[src/bpc_pkg.sv]
package bpc_pkg;

  localparam int unsigned COEF_W = 16;
  localparam int unsigned RAW_W  = 24;
  localparam int unsigned OUT_W  = 32;
  localparam int unsigned IDX_W  = 3;
  localparam int unsigned NUM_COEFS = 6;

  // internal widths, sized to the value ranges of the compensation math
  localparam int unsigned DT_W    = 25;  // D2 - C5*256
  localparam int unsigned DEV_W   = 19;  // (dT*C6)>>23, TEMP - 2000
  localparam int unsigned TEMP_W  = 19;  // first-order temperature
  localparam int unsigned TCOR_W  = 20;  // TEMP - T2
  localparam int unsigned T2_W    = 19;  // (dT*dT)>>31
  localparam int unsigned OFF_W   = 36;  // first-order offset
  localparam int unsigned SENS_W  = 35;  // first-order sensitivity
  localparam int unsigned FIN_W   = 42;  // offset / sensitivity after correction

  // register indexes of the configuration port
  localparam logic [IDX_W-1:0] REG_SENS     = 3'd0;
  localparam logic [IDX_W-1:0] REG_OFF      = 3'd1;
  localparam logic [IDX_W-1:0] REG_TCS      = 3'd2;
  localparam logic [IDX_W-1:0] REG_TCO      = 3'd3;
  localparam logic [IDX_W-1:0] REG_TREF     = 3'd4;
  localparam logic [IDX_W-1:0] REG_TEMPSENS = 3'd5;

  // 20.00 C reference and the -15.00 C threshold seen as TEMP - 2000
  localparam logic signed [TEMP_W-1:0] TEMP_BASE = 19'sd2000;
  localparam logic signed [DEV_W-1:0]  COLD_DEV  = -19'sd3500;
  localparam logic signed [DEV_W:0]    COLD_OFS  = 20'sd3500;

  typedef struct packed {
    logic [COEF_W-1:0] sens;
    logic [COEF_W-1:0] off;
    logic [COEF_W-1:0] tcs;
    logic [COEF_W-1:0] tco;
    logic [COEF_W-1:0] tref;
    logic [COEF_W-1:0] tempsens;
  } coef_t;

  typedef struct packed {
    logic [RAW_W-1:0] raw_pressure;
    logic [RAW_W-1:0] raw_temperature;
  } in_item_t;

  typedef struct packed {
    logic signed [OUT_W-1:0] temp_first_order;
    logic signed [OUT_W-1:0] temp_corrected;
    logic signed [OUT_W-1:0] pressure_out;
  } out_item_t;

  // first-order results
  typedef struct packed {
    logic [RAW_W-1:0]         d1;
    logic signed [DEV_W-1:0]  dev;
    logic signed [TEMP_W-1:0] temp;
    logic signed [T2_W-1:0]   t2;
    logic signed [OFF_W-1:0]  off;
    logic signed [SENS_W-1:0] sens;
  } temp_item_t;

  // after second-order correction
  typedef struct packed {
    logic [RAW_W-1:0]         d1;
    logic signed [TEMP_W-1:0] temp;
    logic signed [TCOR_W-1:0] tcorr;
    logic signed [FIN_W-1:0]  off;
    logic signed [FIN_W-1:0]  sens;
  } corr_item_t;

endpackage

[src/bpc_coef_regs.sv]
module bpc_coef_regs (
  input  logic                       clk_i,
  input  logic                       rst_ni,
  input  logic                       cfg_we_i,
  input  logic [bpc_pkg::IDX_W-1:0]  cfg_idx_i,
  input  logic [bpc_pkg::COEF_W-1:0] cfg_wdata_i,
  output bpc_pkg::coef_t             coef_o
);
  import bpc_pkg::*;

  coef_t coef_q, coef_d;

  always_comb begin
    coef_d = coef_q;
    if (cfg_we_i) begin
      unique case (cfg_idx_i)
        REG_SENS:     coef_d.sens     = cfg_wdata_i;
        REG_OFF:      coef_d.off      = cfg_wdata_i;
        REG_TCS:      coef_d.tcs      = cfg_wdata_i;
        REG_TCO:      coef_d.tco      = cfg_wdata_i;
        REG_TREF:     coef_d.tref     = cfg_wdata_i;
        REG_TEMPSENS: coef_d.tempsens = cfg_wdata_i;
        default:      coef_d = coef_q;  // unmapped index, dropped
      endcase
    end
  end

  always_ff @(posedge clk_i or negedge rst_ni) begin
    if (!rst_ni) begin
      coef_q <= '0;
    end else begin
      coef_q <= coef_d;
    end
  end

  assign coef_o = coef_q;

endmodule

[config.mk]
export PLATFORM = sky130hd
export DESIGN_NAME = bpc_coef_regs
export DESIGN_NICKNAME = d
export VERILOG_FILES = /design/src/bpc_pkg.sv /design/src/bpc_coef_regs.sv
export SDC_FILE = /design/constraint.sdc
export NUM_CORES = 1
export LEC_CHECK = 0
export ABC_AREA = 1
export BUFFER_PORTS_ARGS = -buffer_cell sky130_fd_sc_hd__buf_2
export CAP_MARGIN = 20
export CORE_ASPECT_RATIO = 0.6
export CORE_MARGIN = 2
export CORE_UTILIZATION = 25
export DETAILED_ROUTE_END_ITERATION = 16
export SYNTH_ARGS = -nofsm -noshare
export SYNTH_HDL_FRONTEND = slang
export SYNTH_SLANG_ARGS = --single-unit
[constraint.sdc]
create_clock -name clk_i -period 1.5 [get_ports clk_i]
set_input_delay 0.225 -clock clk_i [delete_from_list [all_inputs] [get_ports clk_i]]
set_output_delay 0.225 -clock clk_i [all_outputs]
set_load 0.005 [all_outputs]
# Yosys cells after proc, flatten, opt, wreduce, memory -nomap -nowiden
# Index checks and enable logic that the tools add are counted.
[op_classes]
reduce_logical = 7
n_eq_ne = 5
[ops]
columns = ["operator", "n"]
rows = [
  ["$reduce_and A2 Y1", 6],
  ["$eq A3 B2 Y1 const B", 2],
  ["$eq A3 B3 Y1 const B", 2],
  ["$eq A3 B1 Y1 const B", 1],
  ["$logic_not A3 Y1", 1],
]
[totals]
regBits = 96
output_inout_bits = 96
in_bits = 22

# Depth between registers and ports, before layout
[depth]
ltp_word = 2
depth_mapped = 6
ltp_nobuf = 5

# Least setup slack after synthesis
# Ideal clock, no wire load.
[synth_path]
kind = "in2reg"
startpoint = "input port cfg_we_i"
endpoint = "register coef_q, in the netlist coef_o[37]"
cell_stages = 6
path_slack_ns = 0.500
required_time_ns = 1.384
setup_time_ns = 0.116
arrival_time_ns = 0.884
cell_sequence = "inv_1 nor2_2 nand2_1 buf_2 nand2_1 nand2_1"
[synth_via]
elab_chain_len = 1
[synth_lines]
columns = ["element", "line", "source"]
rows = [
  ["start: declaration", "bpc_coef_regs.sv:4", "input logic cfg_we_i,"],
  ["$reduce_and A2 Y1 (no line)", "-", ""],
  ["end signal: assignment", "bpc_coef_regs.sv:32", "coef_q <= coef_d;"],
  ["end: declaration", "bpc_coef_regs.sv:11", "coef_t coef_q, coef_d;"],
]
# Every way passes these cells.
# A chain may end at the register's enable or synchronous reset.

# Final worst setup path
[layout_path]
startpoint = "register coef_q, in the netlist coef_o[34]"
endpoint = "output port coef_o[34] in the netlist's numbering"
[layout_rtl]
columns = ["element", "line", "source"]
rows = [
  ["end: declaration", "bpc_coef_regs.sv:7", "output bpc_pkg::coef_t coef_o"],
]
# No word-level cell between the ends.

==> summary.txt <==
Clock network
  – Clock sink count: 96
  – Root cell of the clock tree: clkbuf_16
  – Clock slew at reported path FFs: 80 ps
  – CTS Buf Count: 9
  – CTS Buffer Depth: 2
  – CTS tree: built
  – Skew-Pair Late Insertion Delay: 350 ps
  – H-tree depth: 3
  – Post-CTS Setup Inserts: 0

Critical path
  – CP endpoint: coef_o[34]
  – Worst Reg-to-Reg Cells: 2
  – Reg2Reg Setup Slack: 830 ps
  – Crit. End Element: output port
  – Reg2Reg Launch Point: coef_o[86]
  – WP data arrival: 910 ps
  – Crit path max-delay cell type: dfrtp_1
  – Worst Setup Start Kind: flop
  – Cell family with most CP delay: flip-flops
  – Buf/Inv on CP: 1
  – Kind of critical path: flop to output port
  – CP Depth: 1
  – Worst Path Required: 1270 ps
  – Worst Path Max Fanout: 2
  – Slowest Stage Delay on Critical Path: 420 ps
  – CP Cell Sequence: buf_2
  – Crit path launch: coef_o[34]
  – End of the worst register-to-register path: coef_o[86]

Yosys
  – Post-synthesis simple-gate area fraction: 33.1%
  – Largest family of logic cells by synthesized area: simple AND/OR/NAND/NOR gates
  – Sequential fraction of the synthesis area: 63.6%
  – Synthesized area: 3770 um2
  – Compound-Gate Fraction of Synth Area: 0%
  – Gate count after technology mapping: 425
  – Synthesis Warnings: 0
  – Avg Cell Area, Syn: 8.88 um2
  – Post-synthesis register bit count: 96
  – Cell variety after synth: 11
  – Synthesized-area fraction occupied by adder cells: 0%
  – Multiplexer area fraction after synthesis: 0%
  – Post-Synth XOR/XNOR Area: 0%
  – Syn nets: 447

Finish
  – # diodes: 0
  – Max reg flops: 96
  – Most common cell after layout, fill and taps aside: nand2_1
  – Area growth syn-to-layout: 31.3%
  – Nets: 570
  – Commonest cells after routing, fill and taps aside: 232 x nand2_1, 116 x buf_2, 96 x dfrtp_1, 64 x nand3_1, 12 x buf_4
  – Fillers: 1,545
  – Layout cell share with drive strength beyond 1: 28.4%

Power
  – Pleak: 2.81 nW
  – Flop pwr share: 47.8%
  – Pwr dens: 1420 nW/um2
  – Psw: 2.07 mW
  – Sw Share: 29.5%
  – Worst vdd ir: 0.528 mV
  – Clock share of power: 33.7%
  – Comb power frac: 18.5%
  – Internal power: 4.95 mW

GRT
  – GR Util All Layers: 16.0%
  – Largest net degree at the start of global routing: 36
  – Grt total ovfl: 0
  – First-pass GRT wire length: 19.1 mm
  – Initial antenna violation count: 0
  – Vias in the first global route: 3,260

Routing
  – DRT Pass-1 Iters: 4
  – Starting DRT DRC Count: 235
  – Vias per inst: 4.43
  – Total Wirelength: 12.5 mm
  – Post-route DRC violation count: 0
  – Vias: 3,327
  – Antenna Violating Nets Remaining: 0
  – WL/cell: 16.6 um

Timing
  – RSZ-0062 raised after global routing: no
  – Fin crit share: 75.8%
  – Final Hold Viols: 0
  – Final setup viols: 0
  – Post-route minimum period: 1140 ps
  – Min Hold Slack: 183 ps
  – TNS Setup: 0 ps
  – Final setup skew: 0 ps
  – F_max: 879 MHz
  – Fin. max-slew vios: 0
  – Slew HR: 60.0%
  – Worst-Margin Slew: 599 ps

Place
  – GPL Wtd Cong: 0.813
  – DPL Wire Length: 8.83 mm
  – Buffers on Ports: 117

Floorplan
  – Core Region: 14,600 um2
  – Die Wd: 163 um
  – Die ar.: 16,100 um2
  – Rows: 34
  – Die Y: 99.2 um
  – I/O Pins: 118
  – Initial Util: 25.8%

Min path
  – Hold WC Path Type: input port to flop

Flow run
  – Max-Cap Viols: 0

Run status
  – Outcome: finished, final reports clean
## synth_stat cells
cell,number,share of area [%]
nand2_1,232,23
dfrtp_1,96,64
nand3_1,64,8.5
buf_2,13,1.7
nor2_2,4,0.66
buf_4,3,0.60
clkbuf_1,3,0.30
inv_1,3,0.30
inv_2,3,0.30
nand2_2,2,0.33
nor2_4,2,0.60
## power by group through the flow
stage / registers [mW] / logic [mW] / clock network [mW]
detailed placement: 3.40 / 1.33 / 0
CTS: 3.36 / 1.33 / 2.44
floorplan: 3.41 / 0.459 / 0
global placement: 3.39 / 1.29 / 0
finish: 3.36 / 1.30 / 2.36
global route: 3.41 / 1.47 / 2.55
## worst register-to-register path, delay by kind of cell, from the launching register on
| kind | cells | cell delay, ps |
|---|---|---|
| and+or+nand+nor | 2 | 160 |
| DFF | 1 | 410 |
## cell type report
class / count / area (um2) / area share, %
Multi-Input combinational cell: 304 / 1260 / 25.4
Inverter: 6 / 22.5 / 0.455
Timing Repair Buffer: 131 / 721 / 14.5
Tap cell: 198 / 248 / 5.00
Clock inverter: 7 / 80.1 / 1.62
Clock buffer: 9 / 225 / 4.55
Sequential cell: 96 / 2400 / 48.5
## metal layers
layer  track usage, %  vias up  part of all wire [%]
li1                 -     1581                     -
met3             4.21       10                   5.5
met4             3.47        0                  0.90
met2             24.7      108                    44
met1             22.7     1628                    49
met5                0        -                     0
## timing repair
item / CTS / global route
hold buffers: 1 / 0
hold endpoints to repair: 31 / 0
resized for setup: 0 / 0
## through the flow
stage	cells	instance area (um2)	power (mW)	util, %	setup WS (ps)
after floorplan	425	3770	3.87	-	500
after global placement	734	4640	4.68	31.7	127
after detailed placement	734	4640	4.73	31.7	85.0
after CTS	751	4950	7.13	33.9	354
after global routing	751	4950	7.44	33.9	294
final	751	4950	7.02	33.9	363
## logic make-up after synthesis
logic type    count (synthesis)
simple gates                304
flops                        96
buf+inv                      25
## how the worst min path moves through the flow
| stage | from | end | slack, ps | cells past startpoint |
|---|---|---|---|---|
| 2_1_floorplan | rst_ni | coef_o[0] | -70 | 0 |
| 3_3_place_gp | rst_ni | coef_o[40] | 210 | 1 |
| 3_5_place_dp | rst_ni | coef_o[47] | 230 | 1 |
| 4_1_cts | cfg_wdata_i[1] | coef_o[1] | 170 | 3 |
| 5_1_grt | cfg_wdata_i[3] | coef_o[35] | 180 | 3 |
| 6_report | cfg_wdata_i[1] | coef_o[1] | 180 | 3 |
Note: power is estimated with default switching activity, not from simulation.
