--- src/bpc_pkg.sv ---
package bpc_pkg;

  localparam int unsigned COEF_W = 16;
  localparam int unsigned RAW_W  = 24;
  localparam int unsigned OUT_W  = 32;
  localparam int unsigned IDX_W  = 3;
  localparam int unsigned NUM_COEFS = 6;

  // internal widths, sized to the value ranges of the compensation math
  localparam int unsigned DT_W    = 25;  // D2 - C5*256
  localparam int unsigned DEV_W   = 19;  // (dT*C6)>>23, TEMP - 2000
  localparam int unsigned TEMP_W  = 19;  // first-order temperature
  localparam int unsigned TCOR_W  = 20;  // TEMP - T2
  localparam int unsigned T2_W    = 19;  // (dT*dT)>>31
  localparam int unsigned OFF_W   = 36;  // first-order offset
  localparam int unsigned SENS_W  = 35;  // first-order sensitivity
  localparam int unsigned FIN_W   = 42;  // offset / sensitivity after correction

  // register indexes of the configuration port
  localparam logic [IDX_W-1:0] REG_SENS     = 3'd0;
  localparam logic [IDX_W-1:0] REG_OFF      = 3'd1;
  localparam logic [IDX_W-1:0] REG_TCS      = 3'd2;
  localparam logic [IDX_W-1:0] REG_TCO      = 3'd3;
  localparam logic [IDX_W-1:0] REG_TREF     = 3'd4;
  localparam logic [IDX_W-1:0] REG_TEMPSENS = 3'd5;

  // 20.00 C reference and the -15.00 C threshold seen as TEMP - 2000
  localparam logic signed [TEMP_W-1:0] TEMP_BASE = 19'sd2000;
  localparam logic signed [DEV_W-1:0]  COLD_DEV  = -19'sd3500;
  localparam logic signed [DEV_W:0]    COLD_OFS  = 20'sd3500;

  typedef struct packed {
    logic [COEF_W-1:0] sens;
    logic [COEF_W-1:0] off;
    logic [COEF_W-1:0] tcs;
    logic [COEF_W-1:0] tco;
    logic [COEF_W-1:0] tref;
    logic [COEF_W-1:0] tempsens;
  } coef_t;

  typedef struct packed {
    logic [RAW_W-1:0] raw_pressure;
    logic [RAW_W-1:0] raw_temperature;
  } in_item_t;

  typedef struct packed {
    logic signed [OUT_W-1:0] temp_first_order;
    logic signed [OUT_W-1:0] temp_corrected;
    logic signed [OUT_W-1:0] pressure_out;
  } out_item_t;

  // first-order results
  typedef struct packed {
    logic [RAW_W-1:0]         d1;
    logic signed [DEV_W-1:0]  dev;
    logic signed [TEMP_W-1:0] temp;
    logic signed [T2_W-1:0]   t2;
    logic signed [OFF_W-1:0]  off;
    logic signed [SENS_W-1:0] sens;
  } temp_item_t;

  // after second-order correction
  typedef struct packed {
    logic [RAW_W-1:0]         d1;
    logic signed [TEMP_W-1:0] temp;
    logic signed [TCOR_W-1:0] tcorr;
    logic signed [FIN_W-1:0]  off;
    logic signed [FIN_W-1:0]  sens;
  } corr_item_t;

endpackage

--- src/bpc_temp_stage.sv ---
module bpc_temp_stage (
  input  logic                 clk_i,
  input  logic                 rst_ni,
  input  bpc_pkg::coef_t       coef_i,
  input  logic                 valid_i,
  output logic                 ready_o,
  input  bpc_pkg::in_item_t    item_i,
  output logic                 valid_o,
  input  logic                 ready_i,
  output bpc_pkg::temp_item_t  item_o
);
  import bpc_pkg::*;

  logic [2:0] vld_q;
  logic [3:0] en;

  // stage 1: dT
  logic [RAW_W-1:0]       d1_s1_q;
  logic signed [DT_W-1:0] dt_d, dt_q;
  // stage 2: the four dT products
  logic [RAW_W-1:0]       d1_s2_q;
  logic signed [41:0]     dtc6_d, dtc6_q, offm_d, offm_q, sensm_d, sensm_q;
  logic signed [49:0]     dtsq_d, dtsq_q;
  // stage 3
  logic signed [34:0]     offm_sh;
  logic signed [33:0]     sensm_sh;
  temp_item_t             res_d, res_q;

  always_comb begin
    en[3] = ready_i;
    for (int k = 2; k >= 0; k--) begin
      en[k] = !vld_q[k] || en[k+1];
    end
  end

  always_ff @(posedge clk_i or negedge rst_ni) begin
    if (!rst_ni) begin
      vld_q <= '0;
    end else begin
      if (en[0]) vld_q[0] <= valid_i;
      if (en[1]) vld_q[1] <= vld_q[0];
      if (en[2]) vld_q[2] <= vld_q[1];
    end
  end

  assign dt_d = $signed({1'b0, item_i.raw_temperature}) - $signed({1'b0, coef_i.tref, 8'b0});

  assign dtc6_d  = dt_q * $signed({1'b0, coef_i.tempsens});
  assign offm_d  = dt_q * $signed({1'b0, coef_i.tco});
  assign sensm_d = dt_q * $signed({1'b0, coef_i.tcs});
  assign dtsq_d  = dt_q * dt_q;

  // arithmetic right shifts as part-selects (floor)
  assign offm_sh  = offm_q[41:7];
  assign sensm_sh = sensm_q[41:8];

  always_comb begin
    res_d.d1   = d1_s2_q;
    res_d.dev  = dtc6_q[41:23];
    res_d.temp = dtc6_q[41:23] + TEMP_BASE;
    res_d.t2   = dtsq_q[49:31];
    res_d.off  = $signed({4'b0, coef_i.off, 16'b0}) + $signed({offm_sh[34], offm_sh});
    res_d.sens = $signed({4'b0, coef_i.sens, 15'b0}) + $signed({sensm_sh[33], sensm_sh});
  end

  always_ff @(posedge clk_i) begin
    if (en[0]) begin
      d1_s1_q <= item_i.raw_pressure;
      dt_q    <= dt_d;
    end
    if (en[1]) begin
      d1_s2_q <= d1_s1_q;
      dtc6_q  <= dtc6_d;
      offm_q  <= offm_d;
      sensm_q <= sensm_d;
      dtsq_q  <= dtsq_d;
    end
    if (en[2]) begin
      res_q <= res_d;
    end
  end

  assign ready_o = en[0];
  assign valid_o = vld_q[2];
  assign item_o  = res_q;

endmodule

--- config.mk ---
export PLATFORM = sky130hd
export DESIGN_NAME = bpc_temp_stage
export DESIGN_NICKNAME = d
export VERILOG_FILES = /design/src/bpc_pkg.sv /design/src/bpc_temp_stage.sv
export SDC_FILE = /design/constraint.sdc
export NUM_CORES = 2
export LEC_CHECK = 0
export ABC_AREA = 1
export BUFFER_PORTS_ARGS = -buffer_cell sky130_fd_sc_hd__clkbuf_2
export CAP_MARGIN = 25
export CORE_ASPECT_RATIO = 0.8
export CORE_MARGIN = 2
export CORE_UTILIZATION = 50
export DETAILED_ROUTE_END_ITERATION = 8
export GPL_TIMING_DRIVEN = 1
export PLACE_DENSITY = 0.67
export REMOVE_ABC_BUFFERS = 1
export SYNTH_ARGS = -nofsm -noshare
export SYNTH_HDL_FRONTEND = slang
export SYNTH_SLANG_ARGS = --single-unit
--- constraint.sdc ---
create_clock -name clk_i -period 9.3 [get_ports clk_i]
set_clock_uncertainty 0.1 [all_clocks]
set_input_delay 0.93 -clock clk_i [delete_from_list [all_inputs] [get_ports clk_i]]
set_output_delay 0.93 -clock clk_i [all_outputs]
set_load 0.01 [all_outputs]
## Word level (Yosys, flattened, before mapping)

Index checks and enable logic that the tools add are counted.

- Register bits after elaboration: 404
- Bits in latches: 0
- Memory bits (writable): 0
- ROM bits: 0
- Bits of input ports: 148
- Output and inout bits: 154
- Logic and storage cells: 30
- Memories: 0

- Add/subtract/negate cells: 4
- $mul: 4
- Div/mod/pow operators: 0
- Order comparisons: 0
- Equality and inequality tests: 0
- Shifts and indexed selects: 0
- Mux-type cells: 0
- Bitwise operators: 0
- Reduce and logical (&&, ||, !) cells: 6

Operators with widths:

| operator | number |
|---|---|
| multiplier 25 x 17 -> 42 bit | 3 |
| multiplier 25 x 25 -> 50 bit | 1 |
| adder 33 x 35 -> 36 bit | 1 |
| adder 32 x 34 -> 35 bit | 1 |
| subtractor 24 x 24 -> 25 bit | 1 |
| adder 19 x 11 -> 19 bit (second input constant) | 1 |
| logical NOT 1 bit | 3 |
| logical OR 1 bit | 3 |

## Logic depth before layout (Yosys ltp)

- Depth after elaboration: 4
- Mapped depth: 32

## Worst setup path before layout

OpenSTA, ideal clock, no wires.

- Path type: input -> register
- From: input port ready_i
- To: register d1_s2_q[0], enable pin
- Library setup time: 0.483 ns
- Arrival: 7.037 ns
- Required time: 8.717 ns
- Path slack: 1.679 ns
- Stages on the path: 4
- Path buffers: 0
- Path through: inv_1 > nand2_1 > nor2_1 > inv_1

- Cells in the longest elaborated chain, start to end: 2

RTL lines:

| what | line | text |
|---|---|---|
| start: declaration | bpc_temp_stage.sv:9 | `input logic ready_i,` |
| logical OR 1 bit | bpc_temp_stage.sv:32 | `en[k] = !vld_q[k] \|\| en[k+1];` |
| named net en[2] | bpc_temp_stage.sv:15 | `logic [3:0] en;` |
| logical OR 1 bit | bpc_temp_stage.sv:32 |  |
| named net en[1] | bpc_temp_stage.sv:15 |  |
| end signal: assignment | bpc_temp_stage.sv:72 | `d1_s2_q <= d1_s1_q;` |
| end: declaration | bpc_temp_stage.sv:21 | `logic [RAW_W-1:0] d1_s2_q;` |

The timed path passes the listed nets, and every way through them passes these cells.
A chain may end at the register's enable or synchronous reset.

## Worst setup path after layout

- From: register dt_q[24]
- To: register dtsq_q[43] (data pin)

- Cells in the longest elaborated chain, start to end: 1

RTL lines:

| what | line | text |
|---|---|---|
| start: declaration | bpc_temp_stage.sv:19 | `logic signed [DT_W-1:0] dt_d, dt_q;` |
| start signal: assignment | bpc_temp_stage.sv:69 | `dt_q <= dt_d;` |
| multiplier 25 x 25 -> 50 bit | bpc_temp_stage.sv:51 | `assign dtsq_d = dt_q * dt_q;` |
| named net dtsq_d[43] | bpc_temp_stage.sv:23 | `logic signed [49:0] dtsq_d, dtsq_q;` |
| end signal: assignment | bpc_temp_stage.sv:76 | `dtsq_q <= dtsq_d;` |
| end: declaration | bpc_temp_stage.sv:23 |  |

The timed path passes the listed nets, and every way through them passes these cells.

==> metrics.md <==
| Metric | Value |
|---|---|
| Synthesized area | `80300 sq um` |
| Post-synth EDFFs | `328` |
| Vias | `60000` |
| Fmax | `0.133 GHz` |
| Hold violation total from the final report | `0` |
| Vias in the first global route | `64800` |
| Top-level I/O count | `302` |
| CP endpoint | `dtsq_q[43]$_DFFE_PP_` |
| CTS root buffer | `clkbuf_16` |
| Relative slew slack | `35.0%` |
| Final net count | `12200` |
| Largest net degree at the start of global routing | `83` |
| Initial DRC Count | `4492` |
| CP startpoint | `dt_q[24]$_DFFE_PP_` |
| Clk pin slew, worst setup/hold paths | `0.08 ns` |
| Synth Warn # | `0` |
| Placed Cells | `11800` |
| Setup_tns | `0 ns` |
| Drt wl/cell | `17.7 microns` |
| CP Data Arrival Time | `7.82 ns` |
| CTS tree | `done` |
| RR Startpoint | `dt_q[24]$_DFFE_PP_` |
| Core ar. | `159000 sq um` |
| Layout area overhead | `6.25%` |
| CP max FO | `48` |
| Detailed placement HPWL | `172000 microns` |
| Critical Path End Type | `flop` |
| Mean post-synth cell area | `8.31 sq um` |
| Drt drc | `0` |
| Crit path launch type | `flop` |
| Port Buf Inserts | `301` |
| Count of different cell masters after synthesis | `47` |
| Synth async-reset ratio | `0.906%` |
| Post-CTS setup buffers | `0` |
| DR vias/cell | `5.04` |
| Starting Density | `50.4%` |
| CTS HTree Levels | `2` |
| Antenna Nets Post-Route | `0` |
| Clk Latency, worst-skew pair | `0.65 ns` |
| Top_reg_cell synth | `edfxtp_1` |
| Worst Setup Slack, final | `1.78 ns` |
| Clock buffer count from CTS | `41` |
| Final Max Slew Viols | `0` |
| Share of cells above drive strength 1 | `5.05%` |
| RSZ-0062 raised after global routing | `false` |
| Reg2reg path depth | `21` |
| Final core occ | `53.5%` |
| Hold path start | `d1_s2_q[18]$_DFFE_PP_` |
| Die X | `452 microns` |
| Fin cells | `11900` |
| Setup violators final | `0` |
| Hold Path Cell Cnt | `0` |
| Rows | `131` |
| Kind of critical path | `reg -> reg` |
| Sequential share of the synthesized area | `12.4%` |
| Cells after Synth | `9664` |
| Total grt overflow | `0` |
| Pre-CTS setup slack | `1.79 ns` |
| Placer Congestion | `0.943` |
| Clock Path Buffers | `3` |
| Initial antenna violation count | `8` |
| Max capacitance violation total | `0` |
| Slew @ Worst Pin | `0.975 ns` |
| Final period utilization | `80.9%` |
| Period minus WS final | `7.52 ns` |
| Req. time, crit path | `9.60 ns` |
| Worst reg2reg endpoint | `dtsq_q[43]$_DFFE_PP_` |
| # clock sinks | `331` |
| Worst R2R Setup Slack | `1.78 ns` |
| WL final | `211000 microns` |
| Die area | `164000 sq um` |
| Status | `complete, no violations` |
| Worst min path class | `reg -> reg` |
| First drt pass iteration count | `6` |
| Global Route Usage Sum | `26.6%` |
| Yosys reg bits | `331` |
| Global-route wire length before repair | `346000 microns` |
| Die height | `363 microns` |
logic make-up after synthesis:
kind of cell,after synthesis,share of synthesized area [%]
buffers and inverters,3312,15.5
AND/OR/NAND/NOR,3157,15.5
adder cells (fa/ha/maj),2280,52.1
AO/OA/AOI/OAI,444,3.05
flip-flops,331,12.4
XOR/XNOR,140,1.53
final cells by class:
type	instances	area, sq um
repair buffers	374	2160
clock buffers	47	1080
multi-input cells	6021	58000
inverters	2968	11100
well taps	2128	2660
diodes	8	20.0
flip-flops and latches	331	9920
clock inverters	28	394
fillers	14800	74100
worst min-delay path by stage:
stage / slack (ns) / endpoint
final: 0.30 / item_o[146]$_DFFE_PP_
after global routing: 0.31 / item_o[146]$_DFFE_PP_
after global placement: 0.30 / item_o[131]$_DFFE_PP_
after detailed placement: 0.30 / d1_s2_q[15]$_DFFE_PP_
after CTS: 0.30 / item_o[146]$_DFFE_PP_
after floorplan: 0.30 / d1_s2_q[0]$_DFFE_PP_
flip-flops by register name (all words and copies together) (netlist names):
register	cells
sensm_q	34
dtc6_q	19
offm_q	35
dtsq_q	19
d1_s1_q	24
d1_s2_q	24
item_o	148
dt_q	25
vld_q	3
metal layers:
layer  vias up  track usage (%)  share of wire [%]  routed length, microns
li1      27600                -                  -                       -
met1     30000             37.8                 44                   92400
met2      2087             43.2                 47                   98200
met3       275             4.50                7.8                   16300
met4         4             5.47                1.8                    3700
met5         -                0              0.013                      27
worst max-delay path: stages, from the launching register on:
cell      delay, ns
edfxtp_1       0.33
buf_4          0.54
nand2_1        0.23
inv_1          0.16
fa_1           0.54
fa_1           0.70
inv_1          0.21
fa_1           0.61
inv_1          0.38
fa_1           0.53
fa_1           0.57
fa_1           0.43
fa_1           0.46
ha_1           0.44
nand2_1        0.14
nor2_1         0.21
and2_1         0.18
nand2_1        0.08
nor3_1         0.16
nand2_1        0.10
nand4_1        0.09
nand2_1        0.06
repair_timing:
action | in CTS | in global routing
hold endpoints to repair | 3 | 0
gates resized for setup | 0 | 0
hold buffers | 1 | 0
cell usage after synthesis, types with 6 or more instances:
| master | count | area, sq um |
|---|---|---|
| a21boi_0 | 8 | 60.1 |
| a21o_1 | 20 | 150 |
| a21oi_1 | 233 | 1170 |
| a31oi_1 | 7 | 43.8 |
| buf_1 | 22 | 82.6 |
| clkbuf_1 | 316 | 1190 |
| edfxtp_1 | 328 | 9850 |
| fa_1 | 1776 | 35600 |
| ha_1 | 504 | 6310 |
| inv_1 | 2966 | 11100 |
| nand2_1 | 2490 | 9350 |
| nand2_2 | 13 | 81.3 |
| nand3_1 | 147 | 736 |
| nand3b_1 | 13 | 97.6 |
| nand4_1 | 53 | 332 |
| nor2_1 | 365 | 1370 |
| nor2_2 | 7 | 43.8 |
| nor3_1 | 43 | 215 |
| o21a_1 | 6 | 45.0 |
| o21ai_0 | 118 | 591 |
| o21ai_1 | 10 | 50.1 |
| o21bai_1 | 26 | 195 |
| or2_2 | 6 | 37.5 |
| xnor2_1 | 42 | 368 |
| xor2_1 | 98 | 858 |
placed cells by master, fill, tap and decap left out, drive strengths merged, types with 9 or more instances in the layout:
cell type	count
clkinv	11
xnor2	42
a21boi	9
inv	2975
nand2	2503
o21ai	133
a21oi	235
fa	1776
xor2	98
a21o	20
nand4	53
nand3	148
nor2	372
buf	72
nand3b	13
ha	504
clkbuf	348
nor3	48
edfxtp	328
o21bai	27
per-stage QoR:
stage / hold slack (ns) / cell area, sq um
after global placement: 0.301 / 83800
final: 0.298 / 85400
after detailed placement: 0.305 / 83800
after global routing: 0.308 / 85300
after floorplan: 0.300 / 79000
after CTS: 0.302 / 85300
Power is not shown: default switching activity piles up to over one toggle a cycle in this logic, so the estimate is an artifact.
