### config.mk
export PLATFORM = sky130hd
export DESIGN_NAME = bpc_corr_stage
export DESIGN_NICKNAME = d
export VERILOG_FILES = /design/src/bpc_pkg.sv /design/src/bpc_corr_stage.sv
export SDC_FILE = /design/constraint.sdc
export NUM_CORES = 2
export LEC_CHECK = 0
export BUFFER_PORTS_ARGS = -buffer_cell sky130_fd_sc_hd__buf_4
export CAP_MARGIN = 10
export CORE_MARGIN = 5
export CORE_UTILIZATION = 36
export CTS_CLUSTER_SIZE = 28
export DETAILED_ROUTE_END_ITERATION = 8
export GPL_TIMING_DRIVEN = 1
export PLACE_DENSITY = 0.56
export SYNTH_ARGS = -nofsm -noshare
export SYNTH_HDL_FRONTEND = slang
export SYNTH_SLANG_ARGS = --single-unit
### constraint.sdc
create_clock -name clk_i -period 18.93 [get_ports clk_i]
set_input_delay 0.9465 -clock clk_i [delete_from_list [all_inputs] [get_ports clk_i]]
set_output_delay 0.9465 -clock clk_i [all_outputs]
set_load 0.02 [all_outputs]
### src/bpc_pkg.sv
package bpc_pkg;

  localparam int unsigned COEF_W = 16;
  localparam int unsigned RAW_W  = 24;
  localparam int unsigned OUT_W  = 32;
  localparam int unsigned IDX_W  = 3;
  localparam int unsigned NUM_COEFS = 6;

  // internal widths, sized to the value ranges of the compensation math
  localparam int unsigned DT_W    = 25;  // D2 - C5*256
  localparam int unsigned DEV_W   = 19;  // (dT*C6)>>23, TEMP - 2000
  localparam int unsigned TEMP_W  = 19;  // first-order temperature
  localparam int unsigned TCOR_W  = 20;  // TEMP - T2
  localparam int unsigned T2_W    = 19;  // (dT*dT)>>31
  localparam int unsigned OFF_W   = 36;  // first-order offset
  localparam int unsigned SENS_W  = 35;  // first-order sensitivity
  localparam int unsigned FIN_W   = 42;  // offset / sensitivity after correction

  // register indexes of the configuration port
  localparam logic [IDX_W-1:0] REG_SENS     = 3'd0;
  localparam logic [IDX_W-1:0] REG_OFF      = 3'd1;
  localparam logic [IDX_W-1:0] REG_TCS      = 3'd2;
  localparam logic [IDX_W-1:0] REG_TCO      = 3'd3;
  localparam logic [IDX_W-1:0] REG_TREF     = 3'd4;
  localparam logic [IDX_W-1:0] REG_TEMPSENS = 3'd5;

  // 20.00 C reference and the -15.00 C threshold seen as TEMP - 2000
  localparam logic signed [TEMP_W-1:0] TEMP_BASE = 19'sd2000;
  localparam logic signed [DEV_W-1:0]  COLD_DEV  = -19'sd3500;
  localparam logic signed [DEV_W:0]    COLD_OFS  = 20'sd3500;

  typedef struct packed {
    logic [COEF_W-1:0] sens;
    logic [COEF_W-1:0] off;
    logic [COEF_W-1:0] tcs;
    logic [COEF_W-1:0] tco;
    logic [COEF_W-1:0] tref;
    logic [COEF_W-1:0] tempsens;
  } coef_t;

  typedef struct packed {
    logic [RAW_W-1:0] raw_pressure;
    logic [RAW_W-1:0] raw_temperature;
  } in_item_t;

  typedef struct packed {
    logic signed [OUT_W-1:0] temp_first_order;
    logic signed [OUT_W-1:0] temp_corrected;
    logic signed [OUT_W-1:0] pressure_out;
  } out_item_t;

  // first-order results
  typedef struct packed {
    logic [RAW_W-1:0]         d1;
    logic signed [DEV_W-1:0]  dev;
    logic signed [TEMP_W-1:0] temp;
    logic signed [T2_W-1:0]   t2;
    logic signed [OFF_W-1:0]  off;
    logic signed [SENS_W-1:0] sens;
  } temp_item_t;

  // after second-order correction
  typedef struct packed {
    logic [RAW_W-1:0]         d1;
    logic signed [TEMP_W-1:0] temp;
    logic signed [TCOR_W-1:0] tcorr;
    logic signed [FIN_W-1:0]  off;
    logic signed [FIN_W-1:0]  sens;
  } corr_item_t;

endpackage

### src/bpc_corr_stage.sv
module bpc_corr_stage (
  input  logic                 clk_i,
  input  logic                 rst_ni,
  input  logic                 valid_i,
  output logic                 ready_o,
  input  bpc_pkg::temp_item_t  item_i,
  output logic                 valid_o,
  input  logic                 ready_i,
  output bpc_pkg::corr_item_t  item_o
);
  import bpc_pkg::*;

  logic [2:0] vld_q;
  logic [3:0] en;

  // stage 4: squares and temperature range flags
  temp_item_t              it4_q;
  logic signed [DEV_W:0]   cold_d;
  logic signed [37:0]      sq_d, sq_q;
  logic signed [39:0]      sq2_d, sq2_q;
  logic                    warm_lo_q, cold_q;   // below 20.00 C, below -15.00 C
  // stage 5: OFF2, SENS2
  temp_item_t              it5_q;
  logic signed [40:0]      sq_x, sq2_x, sq5, sq2_7, sq2_h, sq2_11;
  logic signed [40:0]      off2_d, off2_q, sens2_d, sens2_q;
  logic                    warm_lo5_q;
  // stage 6
  corr_item_t              res_d, res_q;

  always_comb begin
    en[3] = ready_i;
    for (int k = 2; k >= 0; k--) begin
      en[k] = !vld_q[k] || en[k+1];
    end
  end

  always_ff @(posedge clk_i or negedge rst_ni) begin
    if (!rst_ni) begin
      vld_q <= '0;
    end else begin
      if (en[0]) vld_q[0] <= valid_i;
      if (en[1]) vld_q[1] <= vld_q[0];
      if (en[2]) vld_q[2] <= vld_q[1];
    end
  end

  assign cold_d = $signed({item_i.dev[DEV_W-1], item_i.dev}) + COLD_OFS;  // TEMP + 1500
  assign sq_d   = item_i.dev * item_i.dev;
  assign sq2_d  = cold_d * cold_d;

  always_comb begin
    sq_x   = 41'(sq_q);
    sq2_x  = 41'(sq2_q);
    sq5    = (sq_x <<< 2) + sq_x;
    sq2_7  = (sq2_x <<< 3) - sq2_x;
    sq2_h  = sq2_x >>> 1;
    sq2_11 = (sq2_h <<< 3) + (sq2_h <<< 1) + sq2_h;
    off2_d  = '0;
    sens2_d = '0;
    if (warm_lo_q) begin
      off2_d  = (sq5 >>> 1) + (cold_q ? sq2_7 : 41'sd0);
      sens2_d = (sq5 >>> 2) + (cold_q ? sq2_11 : 41'sd0);
    end
  end

  always_comb begin
    res_d.d1    = it5_q.d1;
    res_d.temp  = it5_q.temp;
    res_d.tcorr = $signed({it5_q.temp[TEMP_W-1], it5_q.temp})
                - (warm_lo5_q ? $signed({it5_q.t2[T2_W-1], it5_q.t2}) : 20'sd0);
    res_d.off   = 42'(it5_q.off) - 42'(off2_q);
    res_d.sens  = 42'(it5_q.sens) - 42'(sens2_q);
  end

  always_ff @(posedge clk_i) begin
    if (en[0]) begin
      it4_q     <= item_i;
      sq_q      <= sq_d;
      sq2_q     <= sq2_d;
      warm_lo_q <= item_i.dev[DEV_W-1];
      cold_q    <= item_i.dev < COLD_DEV;
    end
    if (en[1]) begin
      it5_q      <= it4_q;
      off2_q     <= off2_d;
      sens2_q    <= sens2_d;
      warm_lo5_q <= warm_lo_q;
    end
    if (en[2]) begin
      res_q <= res_d;
    end
  end

  assign ready_o = en[0];
  assign valid_o = vld_q[2];
  assign item_o  = res_q;

  // -15.00 C range lies inside the below-20.00 C range
  assert property (@(posedge clk_i) disable iff (!rst_ni)
    vld_q[0] && cold_q |-> warm_lo_q)
    else $error("cold flag without low-temperature flag");

  assert property (@(posedge clk_i) disable iff (!rst_ni)
    vld_q[0] |-> !sq_q[37])
    else $error("square went negative");

  // no correction at or above 20.00 C
  assert property (@(posedge clk_i) disable iff (!rst_ni)
    vld_q[1] && !warm_lo5_q |-> (off2_q == '0) && (sens2_q == '0))
    else $error("second-order terms nonzero above 20.00 C");

  assert property (@(posedge clk_i) disable iff (!rst_ni)
    vld_q[1] && warm_lo5_q |-> !off2_q[40] && !sens2_q[40])
    else $error("second-order terms negative");

endmodule

* Yosys cells after proc, flatten, opt, wreduce, memory -nomap -nowiden
Index checks and enable logic that the tools add are counted.
Cells by class: add/subtract/negate cells 10, $mul 2, $lt $le $gt $ge 1, multiplexer cells 3, reductions and logical operators 6
Operators by type and width (number):
- two-way mux 41 bit | 2
- subtractor 35 x 41 -> 42 bit | 1
- subtractor 36 x 41 -> 42 bit | 1
- adder 39 x 41 -> 41 bit | 1
- adder 40 x 38 -> 41 bit | 1
- adder 40 x 41 -> 41 bit | 1
- adder 41 x 39 -> 41 bit | 1
- adder 41 x 40 -> 41 bit | 1
- subtractor 41 x 40 -> 41 bit | 1
- multiplier 20 x 20 -> 40 bit | 1
- multiplier 19 x 19 -> 38 bit | 1
- adder 19 x 13 -> 20 bit (second input constant) | 1
- two-way mux 20 bit | 1
- subtractor 19 x 20 -> 20 bit | 1
- < comparator 19 x 13 -> 1 bit (second input constant) | 1
- logical NOT 1 bit | 3
- logical OR 1 bit | 3
Storage, ports and cells: flip-flop bits (word level) 579, input bits 156, output and inout bits 149, word-level logic and storage cells 47

* Depth between registers and ports, before layout
depth after elaboration 4, depth in mapped cells 36, mapped depth without buffers 36

* Least setup slack after synthesis
Ideal clock, no wire load.
path kind input to register, start point in ready_i, end point reg cold_q, enable pin, setup time 2.684 ns, data arrival time 6.885 ns, data required time 16.246 ns, setup slack 9.361 ns, stages 1, buffers on the path 0, cell sequence nand4b_1
On the way: longest elaborated chain between the ends 3
RTL lines:
- start, declared | line bpc_corr_stage.sv:8 | input logic ready_i,
- logical OR 1 bit (3 in a row) | line bpc_corr_stage.sv:33 | en[k] = !vld_q[k] || en[k+1];
- end signal, assigned | line bpc_corr_stage.sv:81 | cold_q <= item_i.dev < COLD_DEV;
- end, declared | line bpc_corr_stage.sv:21 | logic warm_lo_q, cold_q;
No other way between the ends. A chain may end at the register's enable or synchronous reset.

* Worst setup path after layout
start point in item_i[112] (netlist name), end point reg sq2_q[38] (data pin)
On the way: longest elaborated chain between the ends 2
RTL lines:
- start, declared | line bpc_corr_stage.sv:6 | input bpc_pkg::temp_item_t item_i,
- adder 19 x 13 -> 20 bit | line bpc_corr_stage.sv:47 | assign cold_d = $signed({item_i.dev[DEV_W-1], item_i.dev}) + COLD_OFS;
- multiplier 20 x 20 -> 40 bit | line bpc_corr_stage.sv:49 | assign sq2_d = cold_d * cold_d;
- net sq2_d[38] | line bpc_corr_stage.sv:20 | logic signed [39:0] sq2_d, sq2_q;
- end signal, assigned | line bpc_corr_stage.sv:79 | sq2_q <= sq2_d;
- end, declared | line bpc_corr_stage.sv:20
The timed path passes the listed nets, and every way through them passes these cells.

==> metrics.md <==
| Metric | Value |
|---|---|
| Vias/cell | 4.901 |
| Max-slew violation count | 0 |
| Remaining global-route overflow | 0 |
| Setup crit start kind | input port |
| R2R depth | 23 |
| Initial Util | a little over a third |
| Crit Path Class | in -> reg |
| Asr flop ratio synth | less than 1% |
| Synth Warn # | 0 |
| Tcrit/Tclk final | approximately 54% |
| Via Count | between 30k and 40k |
| I/O Buffers | ~300 |
| Fin. Hold Viols | 0 |
| Core area | ~160000 sq um |
| Dpl ws | between 8 and 9 ns |
| CTS Hold Bufs | 0 |
| Gpl congestion | between 0.8 and 0.9 |
| #FFs+latches synth | about 580 |
| Cells after synthesis | 5533 |
| Most common cell on crit path | fa_1 |
| Crit end category | flip-flop |
| H-tree levels | 2 |
| Clock skew | ~0.022 ns |
| Vias in the first global route | 42.03k |
| Worst-margin pin slew | around 1.2 ns |
| Total track usage | about 17% |
| Most frequent cell after synthesis | inv_1 |
| CP arrival | between 10 and 15 ns |
| Reg-to-reg endpoint | off2_q[36]$_SDFFCE_PN0P_ |
| Cts bufs inserted | between 50 and 60 |
| Maxcap violations | 0 |
| Syn avg cell area | roughly 11 sq um |
| Syn Nets | about 7.0k |
| Met3 wire len | between 6 and 7 mm |
| Unique masters post-synth | between 90 and 100 |
| Wire per inst | around 18 um |
| CP peak stage delay | ~0.87 ns |
| WL met1 | around 65 mm |
| Area Overhead vs Synth | 11.63% |
| Status | finished clean |
| Finish-stage setup viols | 0 |
| Tmin final | just over 10 ns |
| Worst-path clk slew | 0.06 ns |
| Num rows | roughly 150 |
| Skew-Pair Late Insertion Delay | around 0.63 ns |
| Initial antenna violation count | 4 |
| Post-synth top area share | between 20 and 30% |
| Fin cells | 8027 |
| Clk buf depth | 3 |
| RSZ-0062 raised after global routing | no |
| Slack of the critical path | around 8.7 ns |
| Worst EP required | ~19 ns |
| Fmax | between 90 and 100 MHz |
| Sink Count | about 580 |
| Setup TNS | 0 ns |
| Number of synthesized flops with an enable pin | about 570 |
| Met2 WL | 67.61 mm |
| CTS tree | done |
| Post-CTS setup buffer count | 0 |
| Area contributors post-synth | edfxtp_1 (29%), fa_1 (26%), ha_1 (11%) |
| Largest net degree at the start of global routing | 151 |
| Dpl hpwl | around 120 mm |
| DRC | 0 |
| Largest fanout on the critical path | 16 |
| Layout cell share with drive strength beyond 1 | roughly 8% |
| 1st-iter DRT viols | around 2.2k |
| Hold WS | 0.1131 ns |
| Nets@finish | approximately 7.3k |
| Root Driver | clkbuf_16 |
| Slowest-stage cell, CP | xnor2_1 |
| Internal reg-to-reg setup slack | 12.53 ns |
| IO Count | between 300 and 400 |
| Die width | 413.0 um |
| Commonest cells post-synth | inv_1 (1049), fa_1 (764), edfxtp_1 (572) |
| Synthesized area | between 50000 and 60000 sq um |
| Register area share after synthesis | around 30% |
| Iteration count of the initial detailed-routing pass | 6 |
| Placed insts | roughly 7.9k |
| Origin of the critical flop-to-flop path | sq2_q[6]$_DFFE_PP_ |
| WL final | approximately 140 mm |
| Global-route wire length before repair | between 200 and 250 mm |
| Ys flop type | edfxtp_1 |
| Worst min path class | in -> async |
| Synth area leader | edfxtp_1 |
| Routed Antenna Nets | 0 |
| Die Y | between 400 and 500 um |
| Max layer used | met5 |
| Post_cts resized | 0 |
| Die Area | 170500 sq um |
| Slew margin rel. | 21.46% |
[registers in the layout, indices dropped and copies added, names as in the netlist, 3 cells and up]
register  flops
sq2_q        37
sens2_q      41
it5_q       133
off2_q       41
vld_q         3
sq_q         37
it4_q       133
item_o      147
[worst max-delay path, delay by kind of cell]
family | cells | cell delay (ns)
AO/OA/AOI/OAI | 9 | 2.39
XOR/XNOR | 2 | 1.00
adder cells (fa/ha/maj) | 9 | 3.99
buffers and inverters | 7 | 1.24
AND/OR/NAND/NOR | 6 | 1.00
[placed cells by master, fill, tap and decap left out, types with 28 or more instances in the layout]
cell          n
ha_1        519
a21o_1      155
a31oi_1      28
a211oi_1     42
nor2_1      390
o21a_1       56
a21oi_1     292
nand2b_1     60
nor2b_1      42
inv_1      1049
clkbuf_16    53
buf_4       329
fa_1        764
edfxtp_1    572
o21bai_1     41
nand3_1      61
nand2_1     349
and2_1      130
xor2_1      115
and3_1       34
nor3_1       71
xnor2_1     232
o21ai_0     138
[cell type report]
class / count / area [sq um]
well taps: 2160 / 2703
diodes: 2 / 5.005
flip-flops and latches: 575 / 17250
clock buffers: 60 / 1353
multi-input cells: 3803 / 36880
repair buffers: 331 / 2510
fillers: 15610 / 95690
clock inverters: 39 / 579.3
inverters: 1057 / 3968
[worst max-delay path by stage]
stage	from	to	depth (start not counted)
after detailed placement	item_i[112]	sq2_q[38]$_DFFE_PP_	35
final	item_i[112]	sq2_q[38]$_DFFE_PP_	33
after CTS	item_i[112]	sq2_q[38]$_DFFE_PP_	35
after global routing	item_i[112]	sq2_q[38]$_DFFE_PP_	35
after global placement	item_i[112]	sq2_q[38]$_DFFE_PP_	33
after floorplan	ready_i	cold_q$_DFFE_PP_	1
[per-layer routing]
layer	track usage (%)	up-vias
li1	-	18850
met1	22.60	19350
met5	0	-
met4	4.380	2
met3	1.799	191
met2	28.93	946
[metrics by stage]
| stage | instance area, sq um | util, % |
|---|---|---|
| floorplan | 58450 | - |
| global placement | 63310 | 39.34 |
| detailed placement | 63310 | 39.34 |
| CTS | 65240 | 40.54 |
| global route | 65240 | 40.54 |
| finish | 65250 | 40.54 |
[kinds of logic (layout without fill, tap and decap cells)]
group | count (synthesis) | after routing | synth area share, %
compound gates | 930 | 930 | 10.52
mux | 7 | 7 | 0.1220
buf+inv | 1155 | 1487 | 7.432
fa+ha+maj | 1283 | 1283 | 37.28
flops | 575 | 575 | 29.51
xor+xnor | 350 | 350 | 5.268
simple gates | 1231 | 1231 | 9.855
other cells | 2 | 4 | 0.01285
Power is left out: the tool's default activity adds up to more than one toggle a clock period on the data nets, which glitch-free logic cannot reach.
