`config.mk`:
```
export PLATFORM = sky130hd
export DESIGN_NAME = bpc_press_stage
export DESIGN_NICKNAME = d
export VERILOG_FILES = /design/src/bpc_pkg.sv /design/src/bpc_press_stage.sv
export SDC_FILE = /design/constraint.sdc
export NUM_CORES = 2
export LEC_CHECK = 0
export BUFFER_PORTS_ARGS = -buffer_cell sky130_fd_sc_hd__clkbuf_2
export CORE_MARGIN = 4
export CORE_UTILIZATION = 50
export CTS_CLUSTER_DIAMETER = 120
export DETAILED_ROUTE_END_ITERATION = 10
export PLACE_DENSITY_LB_ADDON = 0.05
export REMOVE_ABC_BUFFERS = 1
export SYNTH_ARGS = -nofsm -noshare
export SYNTH_HDL_FRONTEND = slang
export SYNTH_SLANG_ARGS = --single-unit
```
`constraint.sdc`:
```
create_clock -name clk_i -period 8.3 [get_ports clk_i]
set_clock_uncertainty 0.05 [all_clocks]
set_input_delay 2.075 -clock clk_i [delete_from_list [all_inputs] [get_ports clk_i]]
set_output_delay 2.075 -clock clk_i [all_outputs]
set_load 0.05 [all_outputs]
```
`src/bpc_pkg.sv`:
```
package bpc_pkg;

  localparam int unsigned COEF_W = 16;
  localparam int unsigned RAW_W  = 24;
  localparam int unsigned OUT_W  = 32;
  localparam int unsigned IDX_W  = 3;
  localparam int unsigned NUM_COEFS = 6;

  // internal widths, sized to the value ranges of the compensation math
  localparam int unsigned DT_W    = 25;  // D2 - C5*256
  localparam int unsigned DEV_W   = 19;  // (dT*C6)>>23, TEMP - 2000
  localparam int unsigned TEMP_W  = 19;  // first-order temperature
  localparam int unsigned TCOR_W  = 20;  // TEMP - T2
  localparam int unsigned T2_W    = 19;  // (dT*dT)>>31
  localparam int unsigned OFF_W   = 36;  // first-order offset
  localparam int unsigned SENS_W  = 35;  // first-order sensitivity
  localparam int unsigned FIN_W   = 42;  // offset / sensitivity after correction

  // register indexes of the configuration port
  localparam logic [IDX_W-1:0] REG_SENS     = 3'd0;
  localparam logic [IDX_W-1:0] REG_OFF      = 3'd1;
  localparam logic [IDX_W-1:0] REG_TCS      = 3'd2;
  localparam logic [IDX_W-1:0] REG_TCO      = 3'd3;
  localparam logic [IDX_W-1:0] REG_TREF     = 3'd4;
  localparam logic [IDX_W-1:0] REG_TEMPSENS = 3'd5;

  // 20.00 C reference and the -15.00 C threshold seen as TEMP - 2000
  localparam logic signed [TEMP_W-1:0] TEMP_BASE = 19'sd2000;
  localparam logic signed [DEV_W-1:0]  COLD_DEV  = -19'sd3500;
  localparam logic signed [DEV_W:0]    COLD_OFS  = 20'sd3500;

  typedef struct packed {
    logic [COEF_W-1:0] sens;
    logic [COEF_W-1:0] off;
    logic [COEF_W-1:0] tcs;
    logic [COEF_W-1:0] tco;
    logic [COEF_W-1:0] tref;
    logic [COEF_W-1:0] tempsens;
  } coef_t;

  typedef struct packed {
    logic [RAW_W-1:0] raw_pressure;
    logic [RAW_W-1:0] raw_temperature;
  } in_item_t;

  typedef struct packed {
    logic signed [OUT_W-1:0] temp_first_order;
    logic signed [OUT_W-1:0] temp_corrected;
    logic signed [OUT_W-1:0] pressure_out;
  } out_item_t;

  // first-order results
  typedef struct packed {
    logic [RAW_W-1:0]         d1;
    logic signed [DEV_W-1:0]  dev;
    logic signed [TEMP_W-1:0] temp;
    logic signed [T2_W-1:0]   t2;
    logic signed [OFF_W-1:0]  off;
    logic signed [SENS_W-1:0] sens;
  } temp_item_t;

  // after second-order correction
  typedef struct packed {
    logic [RAW_W-1:0]         d1;
    logic signed [TEMP_W-1:0] temp;
    logic signed [TCOR_W-1:0] tcorr;
    logic signed [FIN_W-1:0]  off;
    logic signed [FIN_W-1:0]  sens;
  } corr_item_t;

endpackage

```
`src/bpc_press_stage.sv`:
```
module bpc_press_stage (
  input  logic                 clk_i,
  input  logic                 rst_ni,
  input  logic                 valid_i,
  output logic                 ready_o,
  input  bpc_pkg::corr_item_t  item_i,
  output logic                 valid_o,
  input  logic                 ready_i,
  output bpc_pkg::out_item_t   item_o
);
  import bpc_pkg::*;

  localparam int unsigned LO_W = 21;

  logic [2:0] vld_q;
  logic [3:0] en;

  // stage 7: D1 * SENS as two partial products
  logic signed [TEMP_W-1:0] temp7_q, temp8_q;
  logic signed [TCOR_W-1:0] tcor7_q, tcor8_q;
  logic signed [FIN_W-1:0]  off7_q, off8_q;
  logic [44:0]              plo_d, plo_q;
  logic signed [45:0]       phi_d, phi_q;
  // stage 8: full product
  logic signed [66:0]       prod_d, prod_q;
  // stage 9
  logic signed [46:0]       diff;
  out_item_t                res_d, res_q;

  always_comb begin
    en[3] = ready_i;
    for (int k = 2; k >= 0; k--) begin
      en[k] = !vld_q[k] || en[k+1];
    end
  end

  always_ff @(posedge clk_i or negedge rst_ni) begin
    if (!rst_ni) begin
      vld_q <= '0;
    end else begin
      if (en[0]) vld_q[0] <= valid_i;
      if (en[1]) vld_q[1] <= vld_q[0];
      if (en[2]) vld_q[2] <= vld_q[1];
    end
  end

  assign plo_d = item_i.d1 * item_i.sens[LO_W-1:0];
  assign phi_d = $signed({1'b0, item_i.d1}) * $signed(item_i.sens[FIN_W-1:LO_W]);

  assign prod_d = $signed({phi_q, {LO_W{1'b0}}}) + $signed({22'b0, plo_q});

  always_comb begin
    diff = $signed(prod_q[66:21]) - 47'(off8_q);
    res_d.temp_first_order = 32'(temp8_q);
    res_d.temp_corrected   = 32'(tcor8_q);
    res_d.pressure_out     = diff[46:15];
  end

  always_ff @(posedge clk_i) begin
    if (en[0]) begin
      temp7_q <= item_i.temp;
      tcor7_q <= item_i.tcorr;
      off7_q  <= item_i.off;
      plo_q   <= plo_d;
      phi_q   <= phi_d;
    end
    if (en[1]) begin
      temp8_q <= temp7_q;
      tcor8_q <= tcor7_q;
      off8_q  <= off7_q;
      prod_q  <= prod_d;
    end
    if (en[2]) begin
      res_q <= res_d;
    end
  end

  assign ready_o = en[0];
  assign valid_o = vld_q[2];
  assign item_o  = res_q;

endmodule

```
### Word level (Yosys, flattened, before mapping)

Cells that the tools add are included.

| cells by class | value |
|---|---|
| add/subtract/negate cells | 2 |
| $mul | 2 |
| reductions and logical operators | 6 |

Operator list:

| cell | number |
|---|---|
| $add 67x46->67 | 1 |
| $sub 46x42->47 | 1 |
| $mul 25x21->46 | 1 |
| $mul 24x21->45 | 1 |
| $logic_not 1->1 | 3 |
| $logic_or 1x1->1 | 3 |

| word-level totals | value |
|---|---|
| flip-flop bits (word level) | 394 |
| input bits | 151 |
| output and inout port bits | 98 |
| word-level logic and storage cells | 25 |

### Longest topological paths before layout

| logic depth | value |
|---|---|
| depth after elaboration | 4 |
| depth in mapped cells | 28 |
| mapped depth without buffers | 27 |

### Worst setup path after synthesis

No wires, ideal clock.

| timing path | value |
|---|---|
| kind | in2reg |
| start point | input ready_i |
| end point | register off7_q[0], enable pin |
| setup time | 2,141 ps |
| arrival time | 6,707 ps |
| data required time | 6,109 ps |
| path slack | -598 ps |
| stages | 1 |
| path buffers | 0 |
| cell sequence | nand4b_1 |

| between the ends | value |
|---|---|
| longest elaborated chain between the ends | 3 |

Ends and longest elaborated chain:

| item | line | source |
|---|---|---|
| start, declared | bpc_press_stage.sv:8 | `input logic ready_i,` |
| $logic_or 1x1->1 (3 in series) | bpc_press_stage.sv:33 | `en[k] = !vld_q[k] \|\| en[k+1];` |
| end signal, assigned | bpc_press_stage.sv:63 | `off7_q <= item_i.off;` |
| end, declared | bpc_press_stage.sv:21 | `logic signed [FIN_W-1:0] off7_q, off8_q;` |

Every way passes these cells.
A chain may end at the register's enable or synchronous reset.

### Worst setup path after layout

| timing path | value |
|---|---|
| start point | input item_i[128] (netlist name) |
| end point | register phi_q[38] (data pin) |

| between the ends | value |
|---|---|
| longest elaborated chain between the ends | 1 |

Ends and longest elaborated chain:

| item | line | source |
|---|---|---|
| start, declared | bpc_press_stage.sv:6 | `input bpc_pkg::corr_item_t item_i,` |
| $mul 25x21->46 | bpc_press_stage.sv:48 | `assign phi_d = $signed({1'b0, item_i.d1}) * $signed(item_i.sens[FIN_W-1:LO_W]);` |
| via phi_d[38] | bpc_press_stage.sv:23 | `logic signed [45:0] phi_d, phi_q;` |
| end signal, assigned | bpc_press_stage.sv:65 | `phi_q <= phi_d;` |
| end, declared | bpc_press_stage.sv:23 |  |

The timed path passes the listed nets, and every way through them passes these cells.

==> results.md <==
* Met3 global-route usage at under 10%
* Total wire length after detailed routing at between 100000 and 150000 µm
* Worst slack after detailed placement at -0.818 ns
* Measured slew at the worst slew-check pin at around 0.84 ns
* Global router's overall resource usage at between 20% and 30%
* Kind of path behind the tightest hold check: flop to flop
* Number of buffers created by CTS at 29
* Cell type with the largest total area after synthesis: sky130_fd_sc_hd__fa_1
* Vias in the first global route at 34.0k
* Vias post-DR at between 30k and 40k
* Number of iterations in the first detailed-routing pass at 7
* Worst skew pair latency at between 0.5 and 0.6 ns
* Most used standard cell by instance count after synthesis: sky130_fd_sc_hd__inv_1
* Arrival time of data at the critical path endpoint at around 8.5 ns
* Final count of negative-setup-slack endpoints at 0
* Initial antenna violation count at 3
* Area growth from synthesis to final layout at 17.4%
* Startpoint of the worst-slack reg-to-reg timing path: phi_q[0]
* Worst min-delay path startpoint: tcor7_q[6]
* Final Max Tran Viols at 0
* Cell type of the slowest stage on the worst timing path: sky130_fd_sc_hd__fa_1
* Post-Synthesis Mean Instance Area at roughly 10 µm²
* Global Route met2 Usage at between 30% and 40%
* Setup repair after global routing missed its margin: yes
* Highest clock frequency the design can meet at 122 MHz
* Post-synth top cells: 1004 x sky130_fd_sc_hd__inv_1, 831 x sky130_fd_sc_hd__fa_1, 580 x sky130_fd_sc_hd__nand2_1
* Setup total negative slack at 0 ns
* Count of state elements after synthesis at 352
* Hold Crit Depth at 0
* CP top delay family: adder cells
* Die area at a little under 100000 µm²
* Filler cells at a little over 8k
* Start-to-end type of the worst setup path: primary input to flop
* Critical path startpoint: item_i[128]
* Average wire per standard cell at 18.7 µm
* Register-to-Register Path Depth at 14
* Effective utilization at floorplan at 50.7%
* Critical Path RT at around 8.6 ns
* IO buf count at around 250
* Syn. warnings at 0
* Share of synthesized area occupied by flip-flops and latches at between 20% and 30%
* Worst rel slew slack at around 44%
* Number of hold violations in the final report at 0
* Wire length of the first global-routing pass at about 190000 µm
* Crit end category: flop
* Worst R2R End: prod_q[55]
* Global route overflow at 0
* CTS sink cnt at roughly 350
* Maximum number of pins on one net before global-route repair at 63
* Proportion of netlist area held by the largest area contributor at 35.6%
* Clock tree root driver cell: sky130_fd_sc_hd__clkbuf_16
* GRT Max-Usage Layer: met2
* GR met1 Demand/Resource at around a third
* Synth cell types at 74
* Largest cells by area after synthesis: sky130_fd_sc_hd__fa_1 36%, sky130_fd_sc_hd__edfxtp_1 22%, sky130_fd_sc_hd__ha_1 11%
* Critical Path Source Type: primary input
* Critical Path Fanout Max at 16
* Number of enable-type register cells in the synthesized netlist at approximately 350
* Final critical delay including setup and external delays at ~8 ns
* Total standard cell area after synthesis at 46800 µm²
* Number of DRC markers after the initial detailed-route iteration at 1866
* Critical path buffers and inverters at 9
* I/O Pins at ~250
* Worst setup slack for register-to-register paths at around 4.4 ns
* Fraction of registers with async set/reset at less than 1%
* Row count at approximately 110
* DRC errors left at 0
* Period Utilization, post-route at between 90% and 100%
* Final estimated routing congestion in global placement at a little under 0.9
* Worst setup margin at between 0.1 and 0.15 ns
* Run status: finished clean
* Share of final-layout standard cells stronger than drive strength 1 at between 10% and 20%
* Clock tree from TritonCTS: done
* Slowest Stage Delay on Critical Path at roughly 0.55 ns
* Vias per cell at about 5.0
* Prevailing post-synth register cell: sky130_fd_sc_hd__edfxtp_1
* Placeable core area at 92200 µm²
* Max-capacitance violation count at 0
* Height of the die at between 300 and 400 µm
* H-tree Lvls at 1
* Clock buffer depth at 3
* CTS clock-pin slew for the worst setup and hold paths at about 0.070 ns
* Die width at 314 µm
* Critical Path Most Common Cell: sky130_fd_sc_hd__fa_1
* Post-synthesis instance total at 4548
* Number of nets with antenna violations after detailed routing at 0
* Number of nets in the final layout at 6459
* HPWL reported at the end of detailed placement at 98500 µm
* Endpoint of the worst hold-timing path: tcor8_q[6]
==> flip-flops by register name (all words and copies together), names as in the netlist <==
name / count
item_o: 71
phi_q: 46
prod_q: 46
off7_q: 42
off8_q: 42
plo_q: 24
tcor7_q: 20
tcor8_q: 20
temp7_q: 19
temp8_q: 19
vld_q: 3
==> worst max path at each step <==
stage                      endpoint  slack [ns]  cells after the start
after floorplan           off7_q[0]       -0.60                      1
after global placement    plo_q[43]       -0.68                     25
after detailed placement  plo_q[43]       -0.82                     25
after CTS                 plo_q[43]       -0.02                     27
after global routing      plo_q[43]       -0.05                     25
final                     phi_q[38]        0.11                     26
==> kinds of logic after synthesis <==
| family | after synthesis | share of synthesized area, % |
|---|---|---|
| simple gates | 1256 | 13.4 |
| fa+ha+maj | 1235 | 46.4 |
| buf+inv | 1222 | 10.0 |
| flops | 352 | 22.6 |
| compound gates | 341 | 5.04 |
| xor+xnor | 141 | 2.64 |
| mux | 1 | 0.0321 |
==> routing by layer <==
layer  vias up  part of all wire [%]
met5         -                     0
met4         0                   2.4
met3       112                   5.4
met2       752                    47
met1     15900                    45
li1      14900                     -
==> placed cells by master, fill, tap and decap left out, types with 6 or more instances in the layout <==
cell type                   netlist  routed
sky130_fd_sc_hd__fa_1           831     796
sky130_fd_sc_hd__edfxtp_1       349     349
sky130_fd_sc_hd__xnor2_1         97      97
sky130_fd_sc_hd__nor2b_1         26      24
sky130_fd_sc_hd__o21ai_2          1       8
sky130_fd_sc_hd__nor3_1          21      18
sky130_fd_sc_hd__inv_1         1004     998
sky130_fd_sc_hd__a221oi_2         4       7
sky130_fd_sc_hd__nor2_1          53      51
sky130_fd_sc_hd__clkbuf_2         0     219
sky130_fd_sc_hd__and3_1          16      15
sky130_fd_sc_hd__ha_1           404     388
sky130_fd_sc_hd__fa_2             0      35
sky130_fd_sc_hd__clkbuf_16        0      41
sky130_fd_sc_hd__a31oi_1         13      10
sky130_fd_sc_hd__a21oi_1        102      90
sky130_fd_sc_hd__o21bai_1        18      18
sky130_fd_sc_hd__inv_2            0       6
sky130_fd_sc_hd__o21ai_1          7       7
sky130_fd_sc_hd__clkinv_2         0       6
sky130_fd_sc_hd__nand2b_1        33      32
sky130_fd_sc_hd__nand2_1        580     573
sky130_fd_sc_hd__nand4_1         18      18
sky130_fd_sc_hd__nand3_1         27      26
sky130_fd_sc_hd__a21o_1          77      77
sky130_fd_sc_hd__a21oi_2          2      10
sky130_fd_sc_hd__xor2_1          44      44
sky130_fd_sc_hd__buf_4           26     383
sky130_fd_sc_hd__o21a_1          11      11
sky130_fd_sc_hd__and2_4           0      10
sky130_fd_sc_hd__and2_1         458     448
sky130_fd_sc_hd__buf_2            3       8
sky130_fd_sc_hd__o21ai_0         42      34
sky130_fd_sc_hd__buf_6            0      20
sky130_fd_sc_hd__nand2_2          0       6
sky130_fd_sc_hd__buf_12           0      60
sky130_fd_sc_hd__ha_4             0      16
==> final cells by class <==
class                      count  area, µm²  area share (%)
tap                         1243       1560            2.83
sequential                   352      10600            19.2
multi-input combinational   2974      32200            58.6
antenna                        2       5.00         0.00911
clock buffer                  33        741            1.35
inverter                    1004       3770            6.86
clock inverter                20        249           0.453
timing repair buffer         712       5860            10.7
==> stage by stage <==
stage | utilization [%] | instances | hold WS, ns | area (µm²)
finish | 59.5 | 6340 | 0.366 | 54900
global route | 59.5 | 6339 | 0.370 | 54900
CTS | 58.1 | 6304 | 0.368 | 53600
detailed placement | 57.0 | 6250 | 0.355 | 52500
global placement | 57.0 | 6250 | 0.351 | 52500
floorplan | - | 4330 | 0.350 | 45900
==> what timing repair did <==
| action | 4_1_cts | 5_1_grt |
|---|---|---|
| resized for setup | 13 | 250 |
| setup endpoints to repair | 11 | 31 |
| hold buffers | 0 | 0 |
| pin swaps | 3 | 102 |
| buffers inserted | 1 | 22 |
| cloned | 0 | 12 |
==> worst register-to-register path, stage by stage, from the launching register on <==
cell and delay, ns:
sky130_fd_sc_hd__edfxtp_1 0.34, sky130_fd_sc_hd__ha_1 0.16, sky130_fd_sc_hd__inv_1 0.05, sky130_fd_sc_hd__fa_1 0.40, sky130_fd_sc_hd__nor2b_1 0.13, sky130_fd_sc_hd__o21a_1 0.14, sky130_fd_sc_hd__o21ai_0 0.11, sky130_fd_sc_hd__a21oi_1 0.26
sky130_fd_sc_hd__a31oi_1 0.15, sky130_fd_sc_hd__o21ai_0 0.42, sky130_fd_sc_hd__a21oi_1 0.15, sky130_fd_sc_hd__a21oi_1 0.31, sky130_fd_sc_hd__nor2b_1 0.58, sky130_fd_sc_hd__nand3_1 0.20, sky130_fd_sc_hd__xnor2_1 0.17
Power is left out: the tool's default activity adds up to more than one toggle a clock period on the data nets, which glitch-free logic cannot reach.
